===== config.mk =====
export PLATFORM = sky130hd
export DESIGN_NAME = namco163_bank_and_irq_mapper_flat
export DESIGN_NICKNAME = d
export VERILOG_FILES = /design/src/design/n163_pkg.sv /design/src/design/n163_if.sv /design/src/design/namco163_bank_and_irq_mapper.sv /design/src/design/n163_in_stage.sv /design/src/design/n163_core.sv /design/src/flat_wrapper.sv
export SDC_FILE = /design/constraint.sdc
export NUM_CORES = 1
export LEC_CHECK = 0
export ABC_AREA = 0
export BUFFER_PORTS_ARGS = -buffer_cell sky130_fd_sc_hd__buf_2
export CAP_MARGIN = 10
export CORE_UTILIZATION = 59
export DETAILED_ROUTE_END_ITERATION = 8
export PLACE_DENSITY = 0.93
export RECOVER_POWER = 25
export SYNTH_ARGS = -nofsm -noshare
export SYNTH_HDL_FRONTEND = slang
export SYNTH_SLANG_ARGS = --single-unit

===== constraint.sdc =====
create_clock -name clk -period 5 [get_ports clk]
set_input_delay 0.5 -clock clk [delete_from_list [all_inputs] [get_ports clk]]
set_output_delay 0.5 -clock clk [all_outputs]
set_load 0.01 [all_outputs]

===== src/design/n163_pkg.sv =====
`timescale 1ns / 1ps
`default_nettype none

package n163_pkg;

	// Command codes of one input beat.
	typedef enum logic [1:0] {
		CMD_LOW_WRITE  = 2'd0,
		CMD_HIGH_WRITE = 2'd1,
		CMD_LOW_READ   = 2'd2,
		CMD_TICK       = 2'd3
	} cmd_t;

	localparam int unsigned SLOT_COUNT   = 15;
	localparam int unsigned PATTERN_SLOTS = 8;
	localparam int unsigned SLOT_W       = 4;
	localparam int unsigned ENTRY_W      = 9;
	localparam int unsigned COUNT_W      = 15;
	localparam int unsigned CHR_W        = 9;

	localparam logic [COUNT_W-1:0] TICK_STEP     = 15'd113;
	localparam logic [COUNT_W-1:0] CNT_MAX       = 15'h7FFF;
	localparam logic [COUNT_W-1:0] CNT_THRESHOLD = CNT_MAX - TICK_STEP;

	// Address region codes, address bits 15 to 11.
	localparam logic [4:0] REGION_COUNT_LO = 5'b01010;
	localparam logic [4:0] REGION_COUNT_HI = 5'b01011;
	localparam logic [4:0] REGION_TOP      = 5'b11111;
	localparam logic [15:0] ADDR_ZERO_READ = 16'h4800;

	localparam logic [SLOT_W-1:0] SLOT_FIRST_NT  = 4'd8;
	localparam logic [SLOT_W-1:0] SLOT_FIRST_CPU = 4'd12;
	localparam logic [SLOT_W-1:0] SLOT_FLAG_CPU  = 4'd13;

	localparam logic [7:0] PATTERN_RAM_MIN = 8'hE0;
	localparam logic [7:0] NT_ROM_MAX      = 8'hDF;
	localparam logic [7:0] CPU_BANK_MASK   = 8'h3F;

	localparam logic [CHR_W-1:0] CHR_MAX_BANKS = 9'd256;
	localparam logic [CHR_W-1:0] CHR_MIN_BANKS = 9'd8;

	typedef struct packed {
		cmd_t        command;
		logic [15:0] address;
		logic [7:0]  write_data;
	} item_t;

	typedef struct packed {
		logic [7:0]        read_data;
		logic              irq_request;
		logic              bank_changed;
		logic [SLOT_W-1:0] bank_slot;
		logic              bank_from_ram;
		logic [7:0]        bank_number;
	} result_t;

	// Handshake state between the input stage and the top level.
	typedef struct packed {
		logic valid;
		logic advance;
	} stage_ctrl_t;

endpackage

`default_nettype wire


===== src/design/n163_if.sv =====
`timescale 1ns / 1ps
`default_nettype none

// Input channel: one bus access or scanline tick per beat.
interface n163_item_if;
	logic        valid;
	logic        ready;
	logic [1:0]  command;
	logic [15:0] address;
	logic [7:0]  write_data;

	modport source (output valid, output command, output address, output write_data,
		input ready);
	modport sink (input valid, input command, input address, input write_data,
		output ready);
endinterface

// Result channel: one result beat per accepted item.
interface n163_result_if;
	logic       valid;
	logic       ready;
	logic [7:0] read_data;
	logic       irq_request;
	logic       bank_changed;
	logic [3:0] bank_slot;
	logic       bank_from_ram;
	logic [7:0] bank_number;

	modport source (output valid, output read_data, output irq_request,
		output bank_changed, output bank_slot, output bank_from_ram, output bank_number,
		input ready);
	modport sink (input valid, input read_data, input irq_request,
		input bank_changed, input bank_slot, input bank_from_ram, input bank_number,
		output ready);
endinterface

`default_nettype wire


===== src/design/namco163_bank_and_irq_mapper.sv =====
// Namco 163 style bank and scanline IRQ mapper.
// The item channel takes one beat per CPU bus access or scanline tick:
// command 0 is a low-region write, 1 a high-region write, 2 a low-region
// read and 3 a scanline tick. Every accepted item yields exactly one beat
// on the result channel, in order: read data for reads, an IRQ request for
// ticks that saturate the counter, and the updated slot for bank writes.
// An item is held in the input register, where the counter, flags and
// slot table are updated and the result is formed, then moves to the
// result register, where its result becomes valid. One item is accepted
// every cycle while results are taken.
// When the receiver stalls, the result register holds its beat, the input
// register fills behind it and item ready drops until the result is taken.
// cfg_we with cfg_wdata reloads the pattern slots for that character ROM
// size; the user writes it only while the block is empty (not enforced).
// Reset clears the counter, enable and rom-only flags, loads the pattern
// slots for 256 banks and empties both registers.
`timescale 1ns / 1ps
`default_nettype none

module namco163_bank_and_irq_mapper (
	input  wire                       clk,
	input  wire                       arst_n,
	input  wire                       cfg_we,
	input  wire [n163_pkg::CHR_W-1:0] cfg_wdata,
	n163_item_if.sink                 item,
	n163_result_if.source             result
);

	n163_pkg::item_t       in_item;
	n163_pkg::item_t       item_s1;
	n163_pkg::stage_ctrl_t ctrl;
	n163_pkg::result_t     res;
	n163_pkg::result_t     result_s2;
	logic                  valid_s2;
	logic                  advance;
	logic                  in_ready;

	assign in_item.command    = n163_pkg::cmd_t'(item.command);
	assign in_item.address    = item.address;
	assign in_item.write_data = item.write_data;
	assign item.ready         = in_ready;

	// The input item moves on when the result register is free or drains.
	assign advance = ctrl.valid && (!valid_s2 || result.ready);

	n163_in_stage u_in_stage (
		.clk      (clk),
		.arst_n   (arst_n),
		.in_valid (item.valid),
		.in_item  (in_item),
		.in_ready (in_ready),
		.advance  (advance),
		.item_s1  (item_s1),
		.ctrl     (ctrl)
	);

	n163_core u_core (
		.clk       (clk),
		.arst_n    (arst_n),
		.cfg_we    (cfg_we),
		.cfg_wdata (cfg_wdata),
		.item_s1   (item_s1),
		.ctrl      (ctrl),
		.res       (res)
	);

	// Result register.
	always_ff @(posedge clk or negedge arst_n) begin
		if (!arst_n) begin
			valid_s2 <= 1'b0;
		end else if (!valid_s2 || result.ready) begin
			valid_s2 <= ctrl.valid;
		end
	end

	always_ff @(posedge clk) begin
		if (advance) begin
			result_s2 <= res;
		end
	end

	assign result.valid         = valid_s2;
	assign result.read_data     = result_s2.read_data;
	assign result.irq_request   = result_s2.irq_request;
	assign result.bank_changed  = result_s2.bank_changed;
	assign result.bank_slot     = result_s2.bank_slot;
	assign result.bank_from_ram = result_s2.bank_from_ram;
	assign result.bank_number   = result_s2.bank_number;

endmodule

`default_nettype wire


===== src/design/n163_in_stage.sv =====
`timescale 1ns / 1ps
`default_nettype none

module n163_in_stage (
	input  wire                  clk,
	input  wire                  arst_n,
	input  wire                  in_valid,
	input  n163_pkg::item_t      in_item,
	output logic                 in_ready,
	input  wire                  advance,
	output n163_pkg::item_t      item_s1,
	output n163_pkg::stage_ctrl_t ctrl
);

	logic valid_s1;

	// The stage takes a new beat when empty or when its item moves on.
	assign in_ready = !valid_s1 || advance;

	always_ff @(posedge clk or negedge arst_n) begin
		if (!arst_n) begin
			valid_s1 <= 1'b0;
		end else if (in_ready) begin
			valid_s1 <= in_valid;
		end
	end

	// Payload register needs no reset.
	always_ff @(posedge clk) begin
		if (in_ready && in_valid) begin
			item_s1 <= in_item;
		end
	end

	assign ctrl.valid   = valid_s1;
	assign ctrl.advance = advance;

endmodule

`default_nettype wire


===== src/design/n163_core.sv =====
`timescale 1ns / 1ps
`default_nettype none

module n163_core (
	input  wire                        clk,
	input  wire                        arst_n,
	input  wire                        cfg_we,
	input  wire [n163_pkg::CHR_W-1:0]  cfg_wdata,
	input  n163_pkg::item_t            item_s1,
	input  n163_pkg::stage_ctrl_t      ctrl,
	output n163_pkg::result_t          res
);

	logic [n163_pkg::COUNT_W-1:0] irq_count_q;
	logic                         irq_on_q;
	logic                         low_rom_only_q;
	logic                         high_rom_only_q;
	logic [n163_pkg::ENTRY_W-1:0] slot_table_q [n163_pkg::SLOT_COUNT];

	logic [4:0]                   region;
	logic [n163_pkg::SLOT_W-1:0]  slot;
	logic                         high_hit;
	logic                         rom_only;
	logic [n163_pkg::ENTRY_W-1:0] val;
	logic                         commit;
	logic                         tick_sat;
	logic [n163_pkg::CHR_W-1:0]   chr_banks;
	logic [7:0]                   pattern_base;
	logic [7:0]                   reset_base;

	assign region   = item_s1.address[15:11];
	assign slot     = item_s1.address[14:11];
	assign high_hit = item_s1.address[15] && (region != n163_pkg::REGION_TOP);
	assign rom_only = slot[2] ? high_rom_only_q : low_rom_only_q;
	assign commit   = ctrl.valid && ctrl.advance;
	assign tick_sat = irq_count_q >= n163_pkg::CNT_THRESHOLD;

	// Slot value for a high-region write.
	always_comb begin
		if (slot < n163_pkg::SLOT_FIRST_NT) begin
			if (item_s1.write_data < n163_pkg::PATTERN_RAM_MIN || rom_only) begin
				val = {1'b0, item_s1.write_data};
			end else begin
				val = {1'b1, 5'd0, slot[2:0]};
			end
		end else if (slot < n163_pkg::SLOT_FIRST_CPU) begin
			if (item_s1.write_data <= n163_pkg::NT_ROM_MAX) begin
				val = {1'b0, item_s1.write_data};
			end else begin
				val = {1'b1, 7'd0, item_s1.write_data[0]};
			end
		end else begin
			val = {1'b0, item_s1.write_data & n163_pkg::CPU_BANK_MASK};
		end
	end

	// Result fields of the item in the input register.
	always_comb begin
		res = '0;
		case (item_s1.command)
			n163_pkg::CMD_HIGH_WRITE: begin
				if (high_hit) begin
					res.bank_changed  = 1'b1;
					res.bank_slot     = slot;
					res.bank_from_ram = val[8];
					res.bank_number   = val[7:0];
				end
			end
			n163_pkg::CMD_LOW_READ: begin
				if (item_s1.address == n163_pkg::ADDR_ZERO_READ) begin
					res.read_data = 8'd0;
				end else if (region == n163_pkg::REGION_COUNT_LO) begin
					res.read_data = irq_count_q[7:0];
				end else if (region == n163_pkg::REGION_COUNT_HI) begin
					res.read_data = {1'b0, irq_count_q[14:8]};
				end else begin
					res.read_data = item_s1.address[15:8];
				end
			end
			n163_pkg::CMD_TICK: begin
				res.irq_request = irq_on_q && tick_sat;
			end
			default: begin
				res = '0;
			end
		endcase
	end

	// Counter and rom-only flags advance once per committed item.
	always_ff @(posedge clk or negedge arst_n) begin
		if (!arst_n) begin
			irq_count_q     <= '0;
			irq_on_q        <= 1'b0;
			low_rom_only_q  <= 1'b0;
			high_rom_only_q <= 1'b0;
		end else if (commit) begin
			case (item_s1.command)
				n163_pkg::CMD_LOW_WRITE: begin
					if (region == n163_pkg::REGION_COUNT_LO) begin
						irq_count_q[7:0] <= item_s1.write_data;
					end else if (region == n163_pkg::REGION_COUNT_HI) begin
						irq_count_q[14:8] <= item_s1.write_data[6:0];
						irq_on_q          <= item_s1.write_data[7];
					end
				end
				n163_pkg::CMD_HIGH_WRITE: begin
					if (high_hit && slot == n163_pkg::SLOT_FLAG_CPU) begin
						low_rom_only_q  <= item_s1.write_data[6];
						high_rom_only_q <= item_s1.write_data[7];
					end
				end
				n163_pkg::CMD_TICK: begin
					if (irq_on_q) begin
						irq_count_q <= tick_sat ? n163_pkg::CNT_MAX
							: irq_count_q + n163_pkg::TICK_STEP;
					end
				end
				default: begin
				end
			endcase
		end
	end

	// First pattern bank for a given ROM size, clamped to 256 banks.
	assign chr_banks    = (cfg_wdata > n163_pkg::CHR_MAX_BANKS) ? n163_pkg::CHR_MAX_BANKS
		: cfg_wdata;
	assign pattern_base = (chr_banks >= n163_pkg::CHR_MIN_BANKS)
		? 8'(chr_banks - n163_pkg::CHR_MIN_BANKS) : 8'd0;
	assign reset_base   = 8'(n163_pkg::CHR_MAX_BANKS - n163_pkg::CHR_MIN_BANKS);

	// Bank slot table: loaded by reset and by a size write, updated by high writes.
	always_ff @(posedge clk or negedge arst_n) begin
		if (!arst_n) begin
			for (int i = 0; i < n163_pkg::SLOT_COUNT; i++) begin
				if (i < n163_pkg::PATTERN_SLOTS) begin
					slot_table_q[i] <= {1'b0, reset_base + 8'(i)};
				end else begin
					slot_table_q[i] <= '0;
				end
			end
		end else if (cfg_we) begin
			for (int i = 0; i < n163_pkg::PATTERN_SLOTS; i++) begin
				slot_table_q[i] <= (chr_banks >= n163_pkg::CHR_MIN_BANKS)
					? {1'b0, pattern_base + 8'(i)} : '0;
			end
		end else if (commit && item_s1.command == n163_pkg::CMD_HIGH_WRITE && high_hit) begin
			slot_table_q[slot] <= val;
		end
	end

	// A saturating tick leaves the counter at its top value.
	a_tick_saturates: assert property (@(posedge clk) disable iff (!arst_n)
		commit && item_s1.command == n163_pkg::CMD_TICK && irq_on_q && tick_sat
		|=> irq_count_q == n163_pkg::CNT_MAX)
		else $error("counter did not saturate on an IRQ tick");

	// A slot update never names a slot beyond the table.
	a_slot_in_range: assert property (@(posedge clk) disable iff (!arst_n)
		res.bank_changed |-> res.bank_slot < 4'(n163_pkg::SLOT_COUNT))
		else $error("bank update outside the slot table");

	// A disabled counter holds across a tick.
	a_tick_disabled: assert property (@(posedge clk) disable iff (!arst_n)
		commit && item_s1.command == n163_pkg::CMD_TICK && !irq_on_q
		|=> $stable(irq_count_q))
		else $error("counter moved while disabled");

endmodule

`default_nettype wire

===== src/flat_wrapper.sv =====
// flat-port wrapper written by rule: the top's interface ports become plain ports
module namco163_bank_and_irq_mapper_flat 
  (clk, arst_n, cfg_we, cfg_wdata, item_valid, item_command, item_address, item_write_data, item_ready, result_valid, result_read_data, result_irq_request, result_bank_changed, result_bank_slot, result_bank_from_ram, result_bank_number, result_ready);
  n163_item_if item_i ();
  n163_result_if result_i ();
  input  wire clk;
  input  wire arst_n;
  input  wire cfg_we;
  input  wire [n163_pkg::CHR_W-1:0] cfg_wdata;
  input wire logic [$bits(item_i.valid)-1:0] item_valid;
  input wire logic [$bits(item_i.command)-1:0] item_command;
  input wire logic [$bits(item_i.address)-1:0] item_address;
  input wire logic [$bits(item_i.write_data)-1:0] item_write_data;
  output wire logic [$bits(item_i.ready)-1:0] item_ready;
  output wire logic [$bits(result_i.valid)-1:0] result_valid;
  output wire logic [$bits(result_i.read_data)-1:0] result_read_data;
  output wire logic [$bits(result_i.irq_request)-1:0] result_irq_request;
  output wire logic [$bits(result_i.bank_changed)-1:0] result_bank_changed;
  output wire logic [$bits(result_i.bank_slot)-1:0] result_bank_slot;
  output wire logic [$bits(result_i.bank_from_ram)-1:0] result_bank_from_ram;
  output wire logic [$bits(result_i.bank_number)-1:0] result_bank_number;
  input wire logic [$bits(result_i.ready)-1:0] result_ready;
  assign item_i.valid = item_valid;
  assign item_i.command = item_command;
  assign item_i.address = item_address;
  assign item_i.write_data = item_write_data;
  assign item_ready = item_i.ready;
  assign result_valid = result_i.valid;
  assign result_read_data = result_i.read_data;
  assign result_irq_request = result_i.irq_request;
  assign result_bank_changed = result_i.bank_changed;
  assign result_bank_slot = result_i.bank_slot;
  assign result_bank_from_ram = result_i.bank_from_ram;
  assign result_bank_number = result_i.bank_number;
  assign result_i.ready = result_ready;
  namco163_bank_and_irq_mapper u_core (.clk(clk), .arst_n(arst_n), .cfg_we(cfg_we), .cfg_wdata(cfg_wdata), .item(item_i), .result(result_i));
endmodule

=== Word level (Yosys, flattened, before mapping) ===
Index checks and enable logic that the tools add are counted.

* Muxes and demuxes: 14
* Eq/ne operators: 12
* Bitwise gates (word level): 2
* $lt $le $gt $ge: 5
* Reduce and logical (&&, ||, !) cells: 19
* Add/subtract/negate cells: 1

{| class="wikitable"
|+ Operator list
! operator !! number
|-
| $mux 9 || 4
|-
| $mux 15 || 2
|-
| $pmux 15 s2 || 1
|-
| $mux 8 || 3
|-
| $eq 16x15->1 const B || 1
|-
| $add 15x7->15 const B || 1
|-
| $ge 15x15->1 const B || 1
|-
| $mux 14 || 1
|-
| $mux 7 || 2
|-
| $eq 5x4->1 const B || 2
|-
| $le 8x8->1 const B || 1
|-
| $lt 4x4->1 const B || 2
|-
| $lt 8x8->1 const B || 1
|-
| $ne 2x2->1 const B || 4
|-
| $reduce_and 4->1 || 2
|-
| $logic_and 1x1->1 || 6
|-
| $ne 5x5->1 const B || 1
|-
| $reduce_and 5->1 || 1
|-
| $eq 2x2->1 const B || 2
|-
| $eq 4x4->1 const B || 1
|-
| $logic_or 1x1->1 || 3
|-
| $reduce_and 3->1 || 1
|-
| $eq 2x1->1 const B || 1
|-
| $logic_not 1->1 || 2
|-
| 6 further kinds || 7
|}

* Word-level logic and storage cells: 69
* Bits of input ports: 40
* Output and inout bits: 25
* Register bits after elaboration: 69

=== Depth between registers and ports, before layout ===
Gate-level depths: netlist of the first run.

* Word-level depth: 5
* Depth in mapped cells: 8
* Mapped depth without buffers: 7

=== By module ===
A second synthesis of the first run with hierarchy kept.

* Cells, all modules: 266
* Area total of the unflattened synthesis: 3233.1 um^2

{| class="wikitable"
|+ By module, submodules not included
! module !! cells each !! instances !! area an instance (um^2) !! sequential area each (um^2)
|-
| n163_core || 207 || 1 || 1649.1 || 450.4
|-
| n163_in_stage || 32 || 1 || 849.6 || 805.8
|-
| namco163_bank_and_irq_mapper || 27 || 1 || 734.5 || 715.7
|}

=== Worst setup path before layout of the first run ===
Ideal clock, no wire load.

* Path type: input port to flip-flop
* Start point: input port result_ready
* End point: register u_core.u_core.irq_count_q[5] in the netlist's numbering
* Data arrival time: 2.268 ns
* Library setup time: 0.120 ns
* Setup slack: 2.613 ns
* Path buffers: 2
* Data required time: 4.880 ns
* Stages: 6
* Cell sequence: nand2b_1 -> and2_1 -> clkbuf_1 -> o21ai_1 -> buf_2 -> o22a_2

* Longest elaborated chain between the ends: 4

{| class="wikitable"
|+ RTL lines
! element !! RTL line !! source
|-
| start: declaration || flat_wrapper.sv:22 || <nowiki>input wire logic [$bits(result_i.ready)-1:0] result_ready;</nowiki>
|-
| $logic_or 1x1->1 || namco163_bank_and_irq_mapper.sv:44 || <nowiki>assign advance = ctrl.valid && (!valid_s2 || result.ready);</nowiki>
|-
| $logic_and 1x1->1 || namco163_bank_and_irq_mapper.sv:44 ||
|-
| via u_core.advance || namco163_bank_and_irq_mapper.sv:35 || <nowiki>logic advance;</nowiki>
|-
| $logic_and 1x1->1 || n163_core.sv:35 || <nowiki>assign commit = ctrl.valid && ctrl.advance;</nowiki>
|-
| $reduce_and 4->1 (no source line) || -- ||
|-
| end signal: assignment || n163_core.sv:114 || <nowiki>irq_count_q <= tick_sat ? n163_pkg::CNT_MAX</nowiki>
|-
| end: declaration || n163_core.sv:14 || <nowiki>logic [n163_pkg::COUNT_W-1:0] irq_count_q;</nowiki>
|}

The timed path passes the listed nets, and every way through them passes these cells.
A chain may end at the register's enable or synchronous reset.

=== Worst setup path after layout of the first run ===
* Start point: register, netlist name u_core.u_in_stage.item_s1[19]
* End point: register u_core.u_core.irq_count_q[5] in the netlist's numbering

* Longest elaborated chain between the ends: 3

{| class="wikitable"
|+ RTL lines
! element !! RTL line !! source
|-
| $eq 5x4->1 || n163_core.sv:99 || <nowiki>if (region == n163_pkg::REGION_COUNT_LO) begin</nowiki>
|-
| $ne 2x2->1 (no source line) || -- ||
|-
| $reduce_and 4->1 (no source line) || -- ||
|}

Every way passes these cells.

==> results of run 1 <==
==> per-stage QoR <==
stage / util, % / power (mW) / worst slack [ns] / hold WS [ns] / std cells
2_1_floorplan: - / 0.8923 / 2.613 / 0.2044 / 264
3_3_place_gp: 67.78 / 0.9552 / 2.770 / 0.4640 / 379
3_5_place_dp: 67.78 / 0.9660 / 2.691 / 0.4852 / 379
4_1_cts: 70.88 / 1.335 / 2.687 / 0.1154 / 395
5_1_grt: 70.85 / 1.393 / 2.464 / 0.3123 / 395
6_report: 70.85 / 1.332 / 2.607 / 0.3285 / 395
==> routing by layer <==
metal	global-route usage, %	routed length, um
met3	6.614	430
met4	11.52	160
met5	0	0
met1	30.45	2662
met2	40.58	3177
==> cell usage after synthesis (all sizes together), types with 3 or more instances <==
| cell | count | area, sq um |
|---|---|---|
| and2 | 10 | 62.56 |
| a21oi | 18 | 105.1 |
| nand2 | 17 | 63.81 |
| and3 | 5 | 32.53 |
| o21ai | 12 | 63.81 |
| nand3b | 3 | 22.52 |
| a31oi | 7 | 43.79 |
| inv | 9 | 33.78 |
| a211oi | 6 | 50.05 |
| nand3 | 6 | 30.03 |
| nor4 | 3 | 18.77 |
| nand4 | 4 | 31.28 |
| nand2b | 5 | 31.28 |
| edfxtp | 49 | 1471 |
| clkbuf | 5 | 18.77 |
| dfrtp | 20 | 500.5 |
| nor3 | 6 | 46.30 |
| nor2 | 26 | 97.59 |
| o22a | 11 | 97.59 |
| mux2 | 3 | 33.78 |
| mux2i | 5 | 50.05 |
| buf | 5 | 33.78 |
==> power groups by stage <==
stage	Sequential, mW	Combinational [mW]	Clock, mW
after detailed placement	0.768	0.198	0
final	0.761	0.200	0.371
after floorplan	0.748	0.144	0
after global routing	0.769	0.224	0.401
after global placement	0.764	0.191	0
after CTS	0.756	0.200	0.379
==> final cells by class <==
| class | instances | area, sq um |
|---|---|---|
| clock buffer | 11 | 131.4 |
| clock inverter | 5 | 28.78 |
| fill | 359 | 1508 |
| inverter | 9 | 33.78 |
| multi-input combinational | 176 | 1135 |
| sequential | 69 | 1972 |
| tap | 70 | 87.58 |
| timing repair buffer | 55 | 276.5 |
==> how the worst max path moves through the flow <==
stage / startpoint / to / cells after the start
floorplan: result_ready / u_core.u_core.irq_count_q[5] / 6
global placement: result_ready / u_core.u_core.irq_count_q[5] / 7
detailed placement: u_core.u_in_stage.item_s1[21] / u_core.u_core.irq_count_q[5] / 5
CTS: u_core.u_in_stage.item_s1[21] / u_core.u_core.irq_count_q[5] / 5
global route: u_core.u_in_stage.item_s1[21] / u_core.u_core.irq_count_q[5] / 5
finish: u_core.u_in_stage.item_s1[19] / u_core.u_core.irq_count_q[5] / 4
==> worst max-delay path: cells and delay by family, from the launching register on <==
| kind | cells | cell delay, ns |
|---|---|---|
| flops | 1 | 0.80 |
| simple gates | 1 | 0.18 |
| compound gates | 3 | 1.29 |
==> placed cells by master, fill, tap and decap left out, types with 6 or more instances in the layout <==
master and count:
edfxtp_1 49, o22a_1 10, buf_2 53, a31oi_1 7, o21ai_0 9, nor2_1 26
dfrtp_1 20, nand2_1 17, and2_1 10, inv_1 9, clkbuf_8 9, nand3_1 6
a21oi_1 16
==> flip-flops by register name, indices dropped and copies added, names as in the netlist <==
signal and cells:
u_core.result.bank_changed 1, u_core.result.bank_from_ram 1, u_core.result.bank_number 8, u_core.result.bank_slot 4, u_core.result.irq_request 1, u_core.result.read_data 8, u_core.result.valid 1, u_core.u_core.high_rom_only_q 1
u_core.u_core.irq_count_q 15, u_core.u_core.irq_on_q 1, u_core.u_core.low_rom_only_q 1, u_core.u_in_stage.item_s1 26, u_core.u_in_stage.valid_s1 1
==> cells by family (layout without fill, tap and decap cells) <==
kind of cell | count (synthesis) | in the layout | share of synthesized area (%)
flops | 69 | 69 | 61.76
fa+ha+maj | 2 | 2 | 0.7836
buf+inv | 19 | 80 | 2.704
compound gates | 75 | 75 | 16.85
mux | 8 | 8 | 2.625
simple gates | 91 | 91 | 15.28
==> flow_summary_export.csv, run 1 <==
group,metric,value,unit
routing,wl_per_cell,16.28,um
cts,hold_buffers,0,
cts,cts_tree,"built",
status,status,"finished, final reports clean",
pwr,switchingPower,391.1,uW
cts,cts_setup_buffers,0,
place,dp_hpwl,4488,um
sta,setup_viol,0,
sta,finalHoldViolCount,0,
pwr,powerDensity,363.4,mW/mm^2
sta,skew,0.009392,ns
global_route,grt-ovfl-total,0,
synth,synth-edff-count,49,
worst_setup_path,r2r_end,"u_core.u_core.irq_count_q[5]",
cts,cts_resized,0,
sta,slew_viol_final,0,
synth,synthArstFlopShare,28.99,%
cts,clockRootBuffer,"clkbuf_8",
synth,synthFlopType,"edfxtp_1",
sta,fin_crit_sh,47.86,%
worst_setup_path,critPathSlowestCell,"o21ai_1",
sta,max_slew_margin,22.61,%
worst_setup_path,critPathKind,"flip-flop to flip-flop",
cts,cts.sinks,69,
worst_hold_path,min_to,"u_core.u_in_stage.item_s1[7]",
floorplanning,die_area,0.005710,sq mm
routing,drc,0,
worst_setup_path,reg2reg_depth,4,
floorplanning,coreArea,0.005172,sq mm
global_route,grt_antenna_before_repair,0,
synth,syn-cell-area,0.003193,sq mm
layout,drive_above_1_share,26.15,%
routing,drt_iter0_drc,371,
pwr,p_leak,1.457,nW
global_route,grt_pass1_vias,2143,
cts,cts_buffer_depth,2,
floorplanning,pin_count,65,
synth,syn_nets,306,
worst_hold_path,min_path_type,"primary input to flip-flop",
worst_hold_path,min-delay-start,"item_write_data[7]",
worst_setup_path,start_kind,"flip-flop",
synth,seq_area_frac_synth,61.76,%
place,place_area,0.003506,sq mm
synth,synth.avg_cell_area,12.09,sq um
routing,firstDrtPassIters,7,
layout,final_area,0.003665,sq mm
pwr,intPower,940.6,uW
place,io_buffers,54,
global_route,track_usage,24.62,%
synth,synthCells,264,
flow_run,drv_cap,0,
sta,fmax,417.9,MHz
worst_setup_path,path_cells,"nor4_1 > o21ai_1 > o21ba_2 > o22a_2",
pwr,pwr-share-seq,57.1,%
sta,final.setup.tns,0,ns
pwr,comb_power_share,15.0,%
routing,wl,6430,um
routing,ant_nets,0,
cts,insertion_delay,0.34,ns
sta,period_needed,2.393,ns
routing,via_per_inst,6.185,
floorplanning,initial_core_util,61.73,%
worst_setup_path,critPathCaptureType,"flip-flop",
layout,fin_nets,362,
floorplanning,die_y,75.57,um
cts,numCtsBuffers,9,
worst_setup_path,arrival,2.62,ns
worst_setup_path,r2r-start,"u_core.u_in_stage.item_s1[19]",
floorplanning,die_w,75.57,um
worst_setup_path,cp.required,5.23,ns
layout,syn2layout_area_growth,14.77,%
worst_hold_path,hold_depth,1,
pwr,irDropWorstVdd,0.0002548,V
synth,ys_ff_latch,69,
pwr,swShare,29.37,%
layout,n_antenna_cell,0,
global_route,grt_start_max_net_pins,29,
sta,rsz0062_at_grt,"no",
cts,cts-htree-levels,3,
global_route,grt_pass1_wl,9929,um
worst_setup_path,crit_fanout,16,
synth,yosysUniqueCellTypes,55,
synth,ys_warn_count,0,
pwr,p_clk_share,27.8,%
cts,clk_pin_slew_worst_paths,0.07,ns
floorplanning,rows,26,
sta,worst_pin_slew,1.161,ns
worst_setup_path,r2r_slack,2.61,ns
routing,vias,2443,
worst_setup_path,crit_path_max_incr_delay,0.84,ns
place,gp_congestion,0.9228,
Power figures use the tool's default switching activity.
==> inputs of run 2 (changes only) <==
ABC_AREA = 1   (was 0)
CORE_UTILIZATION = 50   (was 59)
PLACE_DENSITY = 0.84   (was 0.93)
clock period = 2 ns   (was 5 ns; I/O delays follow)
==> run 2 against run 1 <==
Via count rose by 19%. Cell count grew 35%. Global-route usage shrank 0.19 points. Utilization down 8.3 points. Sequential share of layout area decreased by 5.3 points. Critical path depth rose by 2. Flip-flop and latch count stayed put. Clock power rose to 3.1 times the previous value. Total power rose to 3.2 times the previous value. Clock-buffer cell count fell by 2. Combinational power grew to 5.6 times the previous value. Wire length up 27%. Critical path type unchanged. Highest routed layer unchanged.
==> flow_summary_export.csv, run 2 <==
group,metric,value,unit
synth,synth.avg_cell_area,9.057,sq um
flow_run,drv_cap,0,
cts,cts_resized,0,
layout,reg_top3,"u_core.u_in_stage.item_s1 (26), u_core.u_core.irq_count_q (15)",
layout,syn2layout_area_growth,17.77,%
layout,fill_cells,513,
cts,insertion_delay,0.37,ns
sta,slew_viol_final,0,
floorplanning,coreArea,0.006495,sq mm
synth,syn_nets,423,
floorplanning,die_w,85.08,um
sta,max_slew_margin,22.48,%
layout,n_antenna_cell,0,
synth,syn-cell-area,0.003451,sq mm
sta,period_needed,1.717,ns
layout,final_common_cell,"nand2_1",
synth,yosysUniqueCellTypes,33,
global_route,grt-ovfl-total,0,
status,status,"finished, final reports clean",
sta,holdWs,0.01250,ns
worst_hold_path,min-delay-start,"item_address[0]",
synth,seq_area_frac_synth,57.14,%
cts,cts-htree-levels,3,
layout,fin_cells,532,
worst_setup_path,cp.required,2.09,ns
worst_hold_path,min_path_type,"primary input to flip-flop",
global_route,track_usage,24.43,%
sta,fmax,582.4,MHz
sta,worst_pin_slew,1.163,ns
floorplanning,die_area,0.007238,sq mm
floorplanning,rows,29,
routing,drc,0,
synth,yosysMostFrequentCell,"nand2_1",
floorplanning,initial_core_util,53.13,%
routing,firstDrtPassIters,7,
routing,via_per_inst,5.485,
layout,drive_above_1_share,20.44,%
pwr,irDropWorstVdd,0.0006659,V
worst_setup_path,start_kind,"flip-flop",
place,dp_hpwl,5986,um
synth,ys_warn_count,0,
cts,cts_tree,"built",
sta,skew,0.01384,ns
routing,vias,2918,
floorplanning,pin_count,65,
global_route,grt_antenna_before_repair,0,
global_route,grt_pass1_wl,13220,um
synth,synth-edff-count,49,
worst_setup_path,critPathCaptureType,"flip-flop",
synth,synthTopCellsByCount,"nand2_1, nor2_1, edfxtp_1, inv_1, nand3_1",
sta,rsz0062_at_grt,"no",
cts,cts_setup_buffers,0,
cts,clockRootBuffer,"clkbuf_8",
synth,synthFlopType,"edfxtp_1",
cts,cts_buffer_depth,2,
routing,wl,8182,um
layout,utilization,62.57,%
place,pre_cts_slack,0.2921,ns
worst_setup_path,crit_fanout,8,
synth,synthTopCellsByArea,"edfxtp_1, dfrtp_1, nand2_1, nor2_1, inv_1",
place,place_area,0.003819,sq mm
sta,finalHoldViolCount,0,
global_route,grt_pass1_vias,2820,
pwr,powerDensity,1059,mW/mm^2
worst_setup_path,crit_start,"u_core.u_in_stage.item_s1[22]",
cts,clk_pin_slew_worst_paths,0.07,ns
worst_setup_path,arrival,1.81,ns
cts,hold_buffers,1,
routing,ant_nets,0,
global_route,grt_start_max_net_pins,27,
layout,multiInputGateArea,0.001261,sq mm
sta,setup_slack,0.2831,ns
place,gp_congestion,0.9248,
layout,largest-register,"u_core.u_in_stage.item_s1",
synth,synthArstFlopShare,28.99,%
layout,final_area,0.004064,sq mm
place,io_buffers,54,
cts,cts.sinks,69,
layout,fin_nets,492,
synth,ys_ff_latch,69,
cts,numCtsBuffers,9,
synth,synth_area_leader_cell,"edfxtp_1",
layout,mostFrequentLayoutCells,"nand2_1, nor2_1, buf_2",
sta,setup_viol,0,
sta,fin_crit_sh,85.84,%
layout,seqCellArea,0.001972,sq mm
pwr,p_total,4.305,mW
pwr,p_leak,1.885,nW
worst_setup_path,r2r-start,"u_core.u_in_stage.item_s1[22]",
place,dp_cells,511,
synth,synth_top_area_share,42.64,%
layout,largest_reg_flops,26,
sta,final.setup.tns,0,ns
floorplanning,die_y,85.08,um
worst_setup_path,critPathKind,"flip-flop to flip-flop",
synth,synthCells,381,
routing,drt_iter0_drc,417,
routing,wl_per_cell,15.38,um
run 2: cell count changes in the layout (fill, tap and decap cells not counted), moves of 6 or more:
cell and change:
nor3_1 +6, a31oi_1 -6, nor2_1 +45, nand2_1 +64
o21ai_0 +10, and2_1 -10, nand3_1 +18, o22a_1 -10
inv_1 +39
run 2: cells by family after synthesis:
family	Yosys count	synth area share [%]
AO/OA/AOI/OAI	52	9.862
XOR/XNOR	2	0.5077
adder cells (fa/ha/maj)	2	0.7250
buffers and inverters	55	6.527
flip-flops	69	57.14
AND/OR/NAND/NOR	201	25.24
run 2: cell type report:
class | instances | area share [%]
Clock buffer | 9 | 3.048
Timing Repair Buffer | 62 | 8.405
Inverter | 51 | 4.834
Tap cell | 77 | 2.371
Multi-Input combinational cell | 257 | 31.03
Clock inverter | 7 | 1.786
Sequential cell | 69 | 48.52
run 2: worst paths after layout:
check	endpoint	slack (ns)	depth (start not counted)
setup / recovery	u_core.result.read_data[6]	0.28	6
hold / removal	u_core.u_in_stage.item_s1[8]	0.01	1
setup reg to reg	u_core.result.read_data[6]	0.28	6
hold reg to reg	u_core.u_core.low_rom_only_q	0.53	2
max in group asynchronous	u_core.u_core.irq_count_q[11]	0.71	2
min in group asynchronous	u_core.u_core.irq_count_q[6]	0.58	2
run 2: routing by layer:
layer  GRT usage, %  share of wire (%)  vias up
li1               -                  -     1395
met1          31.41                 39     1318
met2          37.46                 47      172
met3          7.588                 10       33
met4          12.48                3.6        0
met5              0                  0        -
run 2: critical path, cell delays in order, from the launching register on:
cell	delay (ns)
edfxtp_1	0.49
inv_1	0.15
nor2_1	0.10
nand3_1	0.07
or2_1	0.25
o21ai_4	0.26
nor3_1	0.13
run 2: where the power goes:
part | leakage, nW | total, mW | internal, mW | switching, mW
Combinational | 1.08 | 1.12 | 0.401 | 0.721
Clock | 0.0976 | 1.15 | 0.579 | 0.568
Sequential | 0.707 | 2.04 | 1.77 | 0.261
==> inputs of run 3 (changes only) <==
CORE_UTILIZATION = 38   (was 50)
CTS_CLUSTER_DIAMETER = 30   (was default)
PLACE_DENSITY = 0.68   (was 0.84)
RECOVER_POWER = default   (was 25)
==> run 3 against run 2 <==
Critical path depth unchanged. First-iteration DRC count is 57% lower. Total power increased by 3.6%. Flip-flop and latch count did not move. Global-route usage is 6.0 points lower. Fmax up 2.8%. Largest cell class unchanged. Highest routed layer unchanged.
==> flow_summary_export.csv, run 3 (synthesis gave the netlist of run 2 again) <==
group,metric,value,unit
status,status,"finished, final reports clean",
pwr,switchingPower,1.566,mW
routing,ant_nets,0,
pwr,pwr-share-seq,45.5,%
place,gp_congestion,0.9304,
cts,cts-htree-levels,3,
global_route,grt_pass1_wl,13500,um
worst_setup_path,critPathCaptureType,"flip-flop",
routing,firstDrtPassIters,5,
routing,vias,2801,
routing,wl_per_cell,14.29,um
floorplanning,die_area,0.009466,sq mm
pwr,intPower,2.895,mW
global_route,grt-ovfl-total,0,
pwr,p_clk_share,29.7,%
layout,reg_top3,"u_core.u_in_stage.item_s1 (26), u_core.u_core.irq_count_q (15)",
worst_hold_path,min_path_type,"primary input to flip-flop",
routing,wl,8015,um
cts,clk_pin_slew_worst_paths,0.09,ns
place,dp_hpwl,5826,um
layout,fin_nets,490,
layout,final_common_cell,"nand2_1",
global_route,grt_antenna_before_repair,0,
sta,finalHoldViolCount,0,
cts,numCtsBuffers,9,
sta,holdWs,0.01408,ns
worst_setup_path,critPathKind,"flip-flop to flip-flop",
cts,clockRootBuffer,"clkbuf_8",
layout,mostFrequentLayoutCells,"nand2_1, nor2_1, buf_2",
worst_setup_path,cp.required,2.22,ns
layout,largest-register,"u_core.u_in_stage.item_s1",
cts,cts_buffer_depth,2,
layout,largest_reg_flops,26,
place,io_buffers,54,
routing,drc,0,
floorplanning,pin_count,65,
global_route,track_usage,18.42,%
sta,slew_viol_final,0,
pwr,p_leak,1.894,nW
global_route,grt_pass1_vias,2731,
cts,cts_resized,0,
layout,drive_above_1_share,20.97,%
layout,final_area,0.004116,sq mm
cts,insertion_delay,0.36,ns
worst_setup_path,start_kind,"flip-flop",
floorplanning,coreArea,0.008763,sq mm
place,place_area,0.003857,sq mm
sta,skew,0.01198,ns
pwr,comb_power_share,24.8,%
sta,setup_viol,0,
floorplanning,rows,34,
sta,fin_crit_sh,83.53,%
sta,fmax,598.6,MHz
sta,period_needed,1.671,ns
sta,max_slew_margin,65.86,%
pwr,swShare,35.11,%
cts,cts_tree,"built",
cts,cts.sinks,69,
pwr,powerDensity,1084,mW/mm^2
cts,cts_setup_buffers,0,
worst_setup_path,arrival,1.89,ns
pwr,p_total,4.461,mW
sta,final.setup.tns,0,ns
floorplanning,die_y,97.30,um
sta,rsz0062_at_grt,"no",
routing,drt_iter0_drc,179,
pwr,irDropWorstVdd,0.0004900,V
floorplanning,die_w,97.30,um
layout,n_antenna_cell,0,
layout,syn2layout_area_growth,19.29,%
global_route,grt_start_max_net_pins,27,
flow_run,drv_cap,0,
sta,worst_pin_slew,0.5121,ns
floorplanning,initial_core_util,39.38,%
routing,via_per_inst,4.993,
worst_setup_path,crit_fanout,7,
run 3: power by group through the flow:
stage                     sequential (mW)  clock, mW  combinational, mW
after floorplan                      1.99          0              0.822
after global placement               2.05          0               1.06
after detailed placement             2.05          0               1.08
after CTS                            2.02       1.34               1.10
after global routing                 2.06       1.41               1.26
final                                2.03       1.32               1.11
run 3: worst paths after layout:
path                            depth (start not counted)                          start  slack, ns                       endpoint
max in group asynchronous                               2                         arst_n       1.30  u_core.u_core.high_rom_only_q
worst min-delay path                                    1               item_address[15]       0.01  u_core.u_in_stage.item_s1[23]
worst max-delay path                                    6  u_core.u_in_stage.item_s1[22]       0.33   u_core.u_core.low_rom_only_q
worst max register to register                          6  u_core.u_in_stage.item_s1[22]       0.33   u_core.u_core.low_rom_only_q
min in group asynchronous                               2                         arst_n       0.35  u_core.u_core.irq_count_q[10]
worst min register to register                          2   u_core.u_core.low_rom_only_q       0.52   u_core.u_core.low_rom_only_q
run 3: through the flow:
stage                     std cells  utilization, %  setup WS (ns)
after floorplan                 381               -         0.1975
after global placement          542           44.02         0.3739
after detailed placement        542           44.02         0.3301
after CTS                       559           46.74         0.3219
after global routing            561           46.97         0.1591
final                           561           46.97         0.3293
run 3: metal layers:
layer | vias to the layer above | global-route usage (%) | routed length, um
met4 | 0 | 8.032 | 167
li1 | 1395 | - | -
met2 | 111 | 29.09 | 3655
met5 | - | 0 | 0
met3 | 16 | 3.453 | 456
met1 | 1279 | 24.84 | 3734
run 3: cell type report:
cell class | count | area (sq um)
fillers | 851 | 4647
flip-flops and latches | 69 | 1972
multi-input cells | 257 | 1261
repair buffers | 60 | 322.8
inverters | 51 | 196.4
well taps | 108 | 135.1
clock buffers | 9 | 123.9
clock inverters | 7 | 105.1
run 3: worst max-delay path, stage by stage (launching register included):
cell and delay, ns:
edfxtp_1 0.49, nand2_1 0.16, nor2_1 0.05, nor2_1 0.39, nand3_1 0.24, nand2_1 0.10
o21ai_0 0.09
run 3: what timing repair did:
item / 4_1_cts / 5_1_grt
endpoints found under the hold margin: 20 / 2
setup endpoints to repair: 0 / 0
hold buffers: 1 / 2
